**config.mk**
```make
export PLATFORM = sky130hd
export DESIGN_NAME = keyboard_scancode_tracker_top
export DESIGN_NICKNAME = d
export VERILOG_FILES = /design/src/rtl/core/kst_pkg.sv /design/src/rtl/core/kst_ram.sv /design/src/rtl/core/kst_modtrack.sv /design/src/rtl/core/kst_outbuf.sv /design/src/rtl/core/keyboard_scancode_tracker_top.sv
export SDC_FILE = /design/constraint.sdc
export NUM_CORES = 1
export LEC_CHECK = 0
export BUFFER_PORTS_ARGS = -buffer_cell sky130_fd_sc_hd__buf_2
export CORE_UTILIZATION = 40
export DETAILED_ROUTE_END_ITERATION = 16
export MAX_ROUTING_LAYER = met4
export PLACE_DENSITY = 0.65
export SLEW_MARGIN = 20
export SYNTH_ARGS = -nofsm -noshare
export SYNTH_HDL_FRONTEND = slang
export SYNTH_SLANG_ARGS = --single-unit
```
**constraint.sdc**
```tcl
create_clock -name clk_i -period 3.7 [get_ports clk_i]
set_input_delay 0.37 -clock clk_i [delete_from_list [all_inputs] [get_ports clk_i]]
set_output_delay 0.37 -clock clk_i [all_outputs]
set_load 0.02 [all_outputs]
```
**src/rtl/core/kst_pkg.sv**
```systemverilog
// Shared types and constants of the keyboard scancode tracker.
// Used by kst_modtrack, kst_outbuf and the top level; depends on nothing else.

package kst_pkg;

  localparam int unsigned KeyW = 7;
  localparam int unsigned KeyNum = 128;
  localparam int unsigned CodeW = 8;
  localparam int unsigned ModNum = 8;
  localparam int unsigned ModIdxW = 3;
  localparam int unsigned ModCodesW = 63;
  localparam int unsigned CfgIdxW = 1;
  localparam int unsigned BufferDepth = 256;

  localparam logic [CfgIdxW-1:0] CfgQueueEnable = 1'd0;
  localparam logic [CfgIdxW-1:0] CfgModifierCodes = 1'd1;

  typedef struct packed {
    logic            valid;
    logic [KeyW-1:0] key;
    logic            press;
  } kst_key_evt_t;

  typedef struct packed {
    logic              busy;
    logic [ModNum-1:0] mask;
  } kst_mod_status_t;

  typedef struct packed {
    logic              stored;
    logic              dropped;
    logic [CodeW-1:0]  slot_index;
    logic [CodeW-1:0]  scancode;
    logic [ModNum-1:0] modifier_mask;
  } kst_result_t;

endpackage

```
**src/rtl/core/kst_ram.sv**
```systemverilog
// Generic single-write, single-read RAM with a registered read port.
// Stands alone; width and depth are parameters.

module kst_ram #(
  parameter int unsigned Width = 1,
  parameter int unsigned Depth = 2,
  localparam int unsigned AddrW = (Depth > 1) ? $clog2(Depth) : 1
) (
  input  logic             clk_i,
  input  logic             we_i,
  input  logic [AddrW-1:0] waddr_i,
  input  logic [Width-1:0] wdata_i,
  input  logic [AddrW-1:0] raddr_i,
  output logic [Width-1:0] rdata_o
);

  logic [Width-1:0] mem_q [Depth];
  logic [Width-1:0] rdata_q;

  always_ff @(posedge clk_i) begin
    if (we_i) begin
      mem_q[waddr_i] <= wdata_i;
    end
    rdata_q <= mem_q[raddr_i];
  end

  assign rdata_o = rdata_q;

endmodule

```
**src/rtl/core/kst_modtrack.sv**
```systemverilog
// Key-down map and per-modifier down flags of the scancode tracker.
// Depends on kst_pkg and kst_ram; the map lives in a RAM with valid bits.

module kst_modtrack (
  input  logic                                clk_i,
  input  logic                                rst_ni,
  input  kst_pkg::kst_key_evt_t               evt_i,
  input  logic [kst_pkg::ModCodesW-1:0]       codes_i,
  input  logic                                reload_i,
  output kst_pkg::kst_mod_status_t            status_o
);

  logic [kst_pkg::KeyNum-1:0]  valid_q;
  logic                        ram_rdata;
  logic [kst_pkg::KeyW-1:0]    rd_addr;
  logic [kst_pkg::ModCodesW:0] codes_ext;
  logic [kst_pkg::CodeW-1:0]   mod_code [kst_pkg::ModNum];
  logic [kst_pkg::ModNum-1:0]  code_ok;
  logic [kst_pkg::ModNum-1:0]  hit;
  logic [kst_pkg::ModNum-1:0]  mask;
  logic [kst_pkg::ModNum-1:0]  mod_down_q, mod_down_d;
  logic                        busy_q;
  logic [kst_pkg::ModIdxW-1:0] cnt_q;
  logic                        rd_pend_q;
  logic [kst_pkg::ModIdxW-1:0] rd_slot_q;
  logic                        rd_vld_q;

  assign codes_ext = {1'b0, codes_i};

  always_comb begin
    for (int i = 0; i < kst_pkg::ModNum; i++) begin
      mod_code[i] = codes_ext[kst_pkg::CodeW*i +: kst_pkg::CodeW];
      code_ok[i]  = (mod_code[i] != '0) && !mod_code[i][kst_pkg::CodeW-1];
      hit[i]      = evt_i.valid && code_ok[i]
                    && (mod_code[i][kst_pkg::KeyW-1:0] == evt_i.key);
      mask[i]     = hit[i] ? evt_i.press : mod_down_q[i];
    end
  end

  always_comb begin
    mod_down_d = mask;
    if (rd_pend_q) begin
      mod_down_d[rd_slot_q] = rd_vld_q && ram_rdata && code_ok[rd_slot_q];
    end
  end

  assign rd_addr = mod_code[cnt_q][kst_pkg::KeyW-1:0];

  kst_ram #(
    .Width(1),
    .Depth(kst_pkg::KeyNum)
  ) u_key_ram (
    .clk_i  (clk_i),
    .we_i   (evt_i.valid),
    .waddr_i(evt_i.key),
    .wdata_i(evt_i.press),
    .raddr_i(rd_addr),
    .rdata_o(ram_rdata)
  );

  always_ff @(posedge clk_i or negedge rst_ni) begin
    if (!rst_ni) begin
      valid_q    <= '0;
      mod_down_q <= '0;
      busy_q     <= 1'b0;
      cnt_q      <= '0;
      rd_pend_q  <= 1'b0;
      rd_slot_q  <= '0;
      rd_vld_q   <= 1'b0;
    end else begin
      if (evt_i.valid) begin
        valid_q[evt_i.key] <= 1'b1;
      end
      mod_down_q <= mod_down_d;
      if (reload_i) begin
        busy_q    <= 1'b1;
        cnt_q     <= '0;
        rd_pend_q <= 1'b0;
      end else begin
        rd_pend_q <= busy_q;
        rd_slot_q <= cnt_q;
        rd_vld_q  <= valid_q[rd_addr];
        if (busy_q) begin
          cnt_q <= cnt_q + 1'b1;
          if (cnt_q == kst_pkg::ModIdxW'(kst_pkg::ModNum - 1)) begin
            busy_q <= 1'b0;
          end
        end
      end
    end
  end

  assign status_o.busy = busy_q || rd_pend_q;
  assign status_o.mask = mask;

endmodule

```
**src/rtl/core/kst_outbuf.sv**
```systemverilog
// Result register with a skid stage for the output channel.
// Depends on kst_pkg for the result type.

module kst_outbuf (
  input  logic                 clk_i,
  input  logic                 rst_ni,
  input  logic                 load_i,
  input  kst_pkg::kst_result_t res_i,
  input  logic                 out_stall_i,
  output logic                 out_valid_o,
  output kst_pkg::kst_result_t res_o,
  output logic                 skid_full_o
);

  logic                 out_valid_q;
  kst_pkg::kst_result_t out_q;
  logic                 skid_valid_q;
  kst_pkg::kst_result_t skid_q;

  always_ff @(posedge clk_i or negedge rst_ni) begin
    if (!rst_ni) begin
      out_valid_q  <= 1'b0;
      skid_valid_q <= 1'b0;
    end else if (!out_valid_q || !out_stall_i) begin
      if (skid_valid_q) begin
        out_valid_q  <= 1'b1;
        skid_valid_q <= 1'b0;
      end else begin
        out_valid_q <= load_i;
      end
    end else if (load_i) begin
      skid_valid_q <= 1'b1;
    end
  end

  always_ff @(posedge clk_i) begin
    if (!out_valid_q || !out_stall_i) begin
      if (skid_valid_q) begin
        out_q <= skid_q;
      end else if (load_i) begin
        out_q <= res_i;
      end
    end else if (load_i) begin
      skid_q <= res_i;
    end
  end

  assign out_valid_o = out_valid_q;
  assign res_o       = out_q;
  assign skid_full_o = skid_valid_q;

endmodule

```
**src/rtl/core/keyboard_scancode_tracker_top.sv**
```systemverilog
// Top level of the keyboard scancode tracker: buffer entry count, result logic.
// Depends on kst_pkg, kst_modtrack and kst_outbuf.

// The block takes one word per clock cycle while the input is not stalled and
// delivers its result word through an output register backed by a skid stage,
// so a stalled output holds back the input only once both are full. A write of
// the modifier codes register starts a reload of the eight modifier flags from
// the key-state RAM, one read per flag; input stays stalled while the reload
// runs. The key map is cleared by reset at once through per-key valid bits, so
// no clearing pass follows reset.

module keyboard_scancode_tracker_top #(
  parameter int unsigned BUFFER_DEPTH = kst_pkg::BufferDepth
) (
  input  logic                            clk_i,
  input  logic                            rst_ni,
  input  logic                            cfg_we_i,
  input  logic [kst_pkg::CfgIdxW-1:0]     cfg_idx_i,
  input  logic [kst_pkg::ModCodesW-1:0]   cfg_wdata_i,
  input  logic                            in_valid_i,
  output logic                            in_stall_o,
  input  logic                            action_i,
  input  logic [kst_pkg::CodeW-1:0]       scancode_in_i,
  output logic                            out_valid_o,
  input  logic                            out_stall_i,
  output logic                            stored_o,
  output logic                            dropped_o,
  output logic [kst_pkg::CodeW-1:0]       slot_index_o,
  output logic [kst_pkg::CodeW-1:0]       scancode_out_o,
  output logic [kst_pkg::ModNum-1:0]      modifier_mask_o
);

  localparam int unsigned CntW = $clog2(BUFFER_DEPTH + 1);

  logic                          queue_enable_q;
  logic [kst_pkg::ModCodesW-1:0] modifier_codes_q;
  logic [CntW-1:0]               count_q, count_d;
  logic                          accept;
  logic                          full;
  logic                          reload;
  logic                          skid_full;
  kst_pkg::kst_key_evt_t         evt;
  kst_pkg::kst_mod_status_t      mod_status;
  kst_pkg::kst_result_t          res, res_out;

  assign accept = in_valid_i && !in_stall_o;
  assign full   = (count_q >= CntW'(BUFFER_DEPTH));
  assign reload = cfg_we_i && (cfg_idx_i == kst_pkg::CfgModifierCodes);

  assign evt.valid = accept && !action_i;
  assign evt.key   = scancode_in_i[kst_pkg::KeyW-1:0];
  assign evt.press = !scancode_in_i[kst_pkg::CodeW-1];

  always_comb begin
    res     = '0;
    count_d = count_q;
    if (accept) begin
      if (action_i) begin
        count_d = '0;
      end else if (queue_enable_q) begin
        if (full) begin
          res.dropped = 1'b1;
        end else begin
          res.stored        = 1'b1;
          res.slot_index    = kst_pkg::CodeW'(count_q);
          res.scancode      = scancode_in_i;
          res.modifier_mask = mod_status.mask;
          count_d           = count_q + 1'b1;
        end
      end
    end
  end

  always_ff @(posedge clk_i or negedge rst_ni) begin
    if (!rst_ni) begin
      queue_enable_q   <= 1'b1;
      modifier_codes_q <= '0;
      count_q          <= '0;
    end else begin
      count_q <= count_d;
      if (cfg_we_i) begin
        case (cfg_idx_i)
          kst_pkg::CfgQueueEnable: begin
            queue_enable_q <= cfg_wdata_i[0];
          end
          kst_pkg::CfgModifierCodes: begin
            modifier_codes_q <= cfg_wdata_i;
          end
          default: begin
          end
        endcase
      end
    end
  end

  kst_modtrack u_modtrack (
    .clk_i   (clk_i),
    .rst_ni  (rst_ni),
    .evt_i   (evt),
    .codes_i (modifier_codes_q),
    .reload_i(reload),
    .status_o(mod_status)
  );

  kst_outbuf u_outbuf (
    .clk_i      (clk_i),
    .rst_ni     (rst_ni),
    .load_i     (accept),
    .res_i      (res),
    .out_stall_i(out_stall_i),
    .out_valid_o(out_valid_o),
    .res_o      (res_out),
    .skid_full_o(skid_full)
  );

  assign in_stall_o      = skid_full || mod_status.busy;
  assign stored_o        = res_out.stored;
  assign dropped_o       = res_out.dropped;
  assign slot_index_o    = res_out.slot_index;
  assign scancode_out_o  = res_out.scancode;
  assign modifier_mask_o = res_out.modifier_mask;

`ifndef SYNTHESIS
  a_count_bounded: assert property (@(posedge clk_i) disable iff (!rst_ni)
    count_q <= CntW'(BUFFER_DEPTH))
    else $error("Entry count exceeds the buffer depth.");

  a_busy_stalls: assert property (@(posedge clk_i) disable iff (!rst_ni)
    mod_status.busy |-> in_stall_o)
    else $error("Input not stalled during modifier reload.");

  a_stored_xor_dropped: assert property (@(posedge clk_i) disable iff (!rst_ni)
    out_valid_o |-> !(stored_o && dropped_o))
    else $error("Result word both stored and dropped.");

  a_unstored_zero: assert property (@(posedge clk_i) disable iff (!rst_ni)
    (out_valid_o && !stored_o) |->
      (slot_index_o == '0 && scancode_out_o == '0 && modifier_mask_o == '0))
    else $error("Unstored result word carries payload.");

  a_count_steps: assert property (@(posedge clk_i) disable iff (!rst_ni)
    (accept && !action_i && queue_enable_q && !full) |=>
      (count_q == $past(count_q) + 1'b1))
    else $error("Entry count did not advance on a stored word.");
`endif

endmodule
```
==> impl_results.md <==
- Status: finished clean
- Power Density: roughly 700 nW/um^2
- Worst Clk Skew: about 23 ps
- Fin Hold WS: 33.51 ps
- Register area: about 11000 um^2
- Peak supply drop: between 0.4 and 0.5 mV
- CP max stage delay: ~620 ps
- Final Cell Area: 20700 um^2
- Post-cts resize count: 0
- Final nets: about 1600
- Crit path DAT: approximately 3900 ps
- Slew Viols, Final: 0
- Max_cap viols: 0
- Commonest cells in the netlist: 219 x dfrtp_1, 180 x edfxtp_1, 166 x nor2_1
- Mean post-synth cell area: approximately 13 um^2
- CTS Sinks: approximately 400
- Die Wd: 214.3 um
- RSZ-0062 raised after global routing: false
- Routability-driven placement congestion ratio: approximately 0.90
- Clock buffer depth: 3
- Ant diodes: 0
- Grt total ovfl: 0
- Overall global routing resource usage: about a fifth
- Worst-case reg-to-reg path depth: 10
- Synth top area share: 30.41%
- I/O pin cnt: approximately 110
- Post-route core utilization: 46.70%
- Post-Syn Area: 18020 um^2
- Initial Util: 40.66%
- Worst Setup EP: u_modtrack.u_key_ram.rdata_o$_DFF_P_
- Fin crit share: between 90% and 100%
- Final WL: ~46000 um
- Setup TNS: 0 ps
- Fraction of registers with async set/reset: 54.86%
- Initial antenna violation count: 0
- Count leader, synth: dfrtp_1
- Worst path required time: between 4000 and 5000 ps
- Yosys Warn Count: 0
- Pre-CTS setup slack: between 300 and 400 ps
- Worst Max-Slew Pin Slew: between 800 and 900 ps
- Synthesis-to-finish area growth: 14.86%
- DP HPWL: between 30000 and 40000 um
- Hold Path Class: in -> reg
- Reg-to-Reg End: u_modtrack.u_key_ram.rdata_o$_DFF_P_
- Mapped Cells: between 1000 and 1500
- Fmax: 292.5 MHz
- Initial drt markers: between 1000 and 1500
- Top post-synthesis cells by area: dfrtp_1 30%, edfxtp_1 30%, mux2i_1 7.0%
- Final hold violation count: 0
- Skew-Pair Late Insertion Delay: 570 ps
- Syn Nets: between 1500 and 2000
- Slew headroom: 42.30%
- DRT Pass-1 Iters: 5
- Core area: approximately 44000 um^2
- Netlist cell types: 49
- Register bit count reported by yosys: roughly 400
- Crit path max fanout: 12
- Port bufs: between 100 and 150
- Drt via density: roughly 5.5
- Leak: 8.815 nW
- Number of flops mapped to enable cells by yosys: 180
- Reg clk slew, reported paths: roughly 60 ps
- Reg2reg start: u_modtrack.cnt_q[0]$_DFFE_PN0P_
- Slowest CP cell: mux2i_2
- Crit path kind: reg -> reg
- Drt wl/cell: around 21 um
- Register area share after synthesis: 60.67%
- CP cell instances: mux4_2 -> mux2i_2 -> buf_4 -> and2_1 -> a211oi_1 -> a311oi_1 -> a211oi_1 -> nor3_1 -> a22oi_1 -> nand3_1
- Global-route wire length before repair: just over 70000 um
- Fillcell total: about 4000
- Largest net degree at the start of global routing: 102
- FP Rows: between 70 and 80
- CP startpoint: u_modtrack.cnt_q[0]$_DFFE_PN0P_
- Area occupied by multi-input gates: between 6000 and 7000 um^2
- Predominant post-synthesis flop cell: dfrtp_1
- Reg2Reg Setup Slack: around 280 ps
- Synth area leader: dfrtp_1
- Post-route setup slack: roughly 280 ps
- Setup crit start kind: flip-flop
- Via count: approximately 12000
- TritonCTS clock tree: built
- Total CTS buffers: 42
- Post-DP Area: 19270 um^2
- H-tree depth: 2
- Routed Antenna Nets: 0
- Worst setup EP type: flip-flop
- Full die area: between 40000 and 50000 um^2
- Crit path top cell by count: a211oi_1
- Root buf cell: clkbuf_16
- Drt drc: 0
- DIE HEIGHT: 214.3 um
- Vias in the first global route: 11928
- Share of post-route cells with drive strength above 1: between 20% and 30%
- Clock period minus final worst setup slack: 3418 ps
- Final setup vio count: 0
==> logic make-up (layout without fill, tap and decap cells) <==
kind of cell	count (synthesis)	after routing	synth area share (%)
AO/OA/AOI/OAI	162	162	6.062
adder cells (fa/ha/maj)	4	4	0.2778
AND/OR/NAND/NOR	478	478	13.14
flip-flops	401	401	60.67
buffers and inverters	90	241	2.493
XOR/XNOR	61	61	2.965
multiplexers	226	226	14.39
==> routing by layer <==
layer	routed length [um]	track usage, %	share of wire [%]	vias up
met4	1160	5.952	2.5	0
met5	0	-	0	-
met1	20930	28.51	45	6053
met3	2919	4.326	6.3	91
met2	21190	31.63	46	358
li1	-	-	-	5342
==> worst min-delay path by stage <==
| stage | slack (ps) | end | start | cells after the start |
|---|---|---|---|---|
| detailed placement | 450 | u_modtrack.valid_q[49]$_DFFE_PN0P_ | u_modtrack.valid_q[49]$_DFFE_PN0P_ | 1 |
| CTS | 20 | modifier_codes_q[10]$_DFFE_PN0P_ | cfg_wdata_i[10] | 2 |
| global route | 10 | modifier_codes_q[6]$_DFFE_PN0P_ | cfg_wdata_i[6] | 2 |
| floorplan | 70 | count_q[0]$_DFFE_PN0P_ | rst_ni | 0 |
| finish | 30 | modifier_codes_q[10]$_DFFE_PN0P_ | cfg_wdata_i[10] | 2 |
| global placement | 450 | u_modtrack.valid_q[39]$_DFFE_PN0P_ | u_modtrack.valid_q[39]$_DFFE_PN0P_ | 1 |
==> critical path: cells and delay by family, from the launching register on <==
family | cells | cell delay, ps
AND/OR/NAND/NOR | 3 | 560
flip-flops | 1 | 550
AO/OA/AOI/OAI | 4 | 720
multiplexers | 2 | 1200
buffers and inverters | 1 | 320
==> stage by stage <==
stage | power [mW] | cells
6_report | 14.43 | 2165
3_5_place_dp | 10.10 | 2087
2_1_floorplan | 8.729 | 1422
3_3_place_gp | 10.03 | 2087
5_1_grt | 15.05 | 2165
4_1_cts | 14.45 | 2165
==> cell type report <==
cell class	instances	area share (%)
tap	592	3.579
sequential	401	52.82
timing repair buffer	152	4.425
clock inverter	18	1.094
inverter	12	0.2176
multi-input combinational	931	32.14
clock buffer	59	5.731
==> layout by cell type, fill, tap and decap left out, types with 44 or more instances in the layout <==
cell type | Yosys | final
buf_2 | 11 | 104
buf_4 | 14 | 44
dfrtp_1 | 219 | 219
edfxtp_1 | 180 | 180
mux2_2 | 81 | 81
mux2i_1 | 126 | 125
nand2_1 | 64 | 63
nor2_1 | 166 | 165
or2_2 | 128 | 128
==> flip-flops by register name (all words and copies together) (netlist names) <==
| signal | count |
|---|---|
| u_modtrack.u_key_ram.mem_q | 128 |
| u_modtrack.valid_q | 128 |
| modifier_codes_q | 63 |
| u_outbuf.res_o | 26 |
| u_outbuf.skid_q | 26 |
| count_q | 9 |
| u_modtrack.mod_down_q | 8 |
| u_modtrack.cnt_q | 3 |
| u_modtrack.rd_slot_q | 3 |
| queue_enable_q | 1 |
| u_modtrack.busy_q | 1 |
| u_modtrack.rd_pend_q | 1 |
| u_modtrack.rd_vld_q | 1 |
| u_modtrack.u_key_ram.rdata_o | 1 |
| u_outbuf.out_valid_o | 1 |
| u_outbuf.skid_full_o | 1 |
==> timing repair <==
action / CTS / global route
endpoints found under the hold margin: 96 / 0
setup endpoints to repair: 0 / 0
setup buffers: 0 / 0
hold buffers: 1 / 0
==> report_power, final <==
group	internal [mW]	total [mW]	switching [mW]
clock network	2.59	4.36	1.76
logic	2.02	4.83	2.81
registers	4.91	5.24	0.331
total	9.52	14.4	4.91
Note: power is estimated with default switching activity, not from simulation.
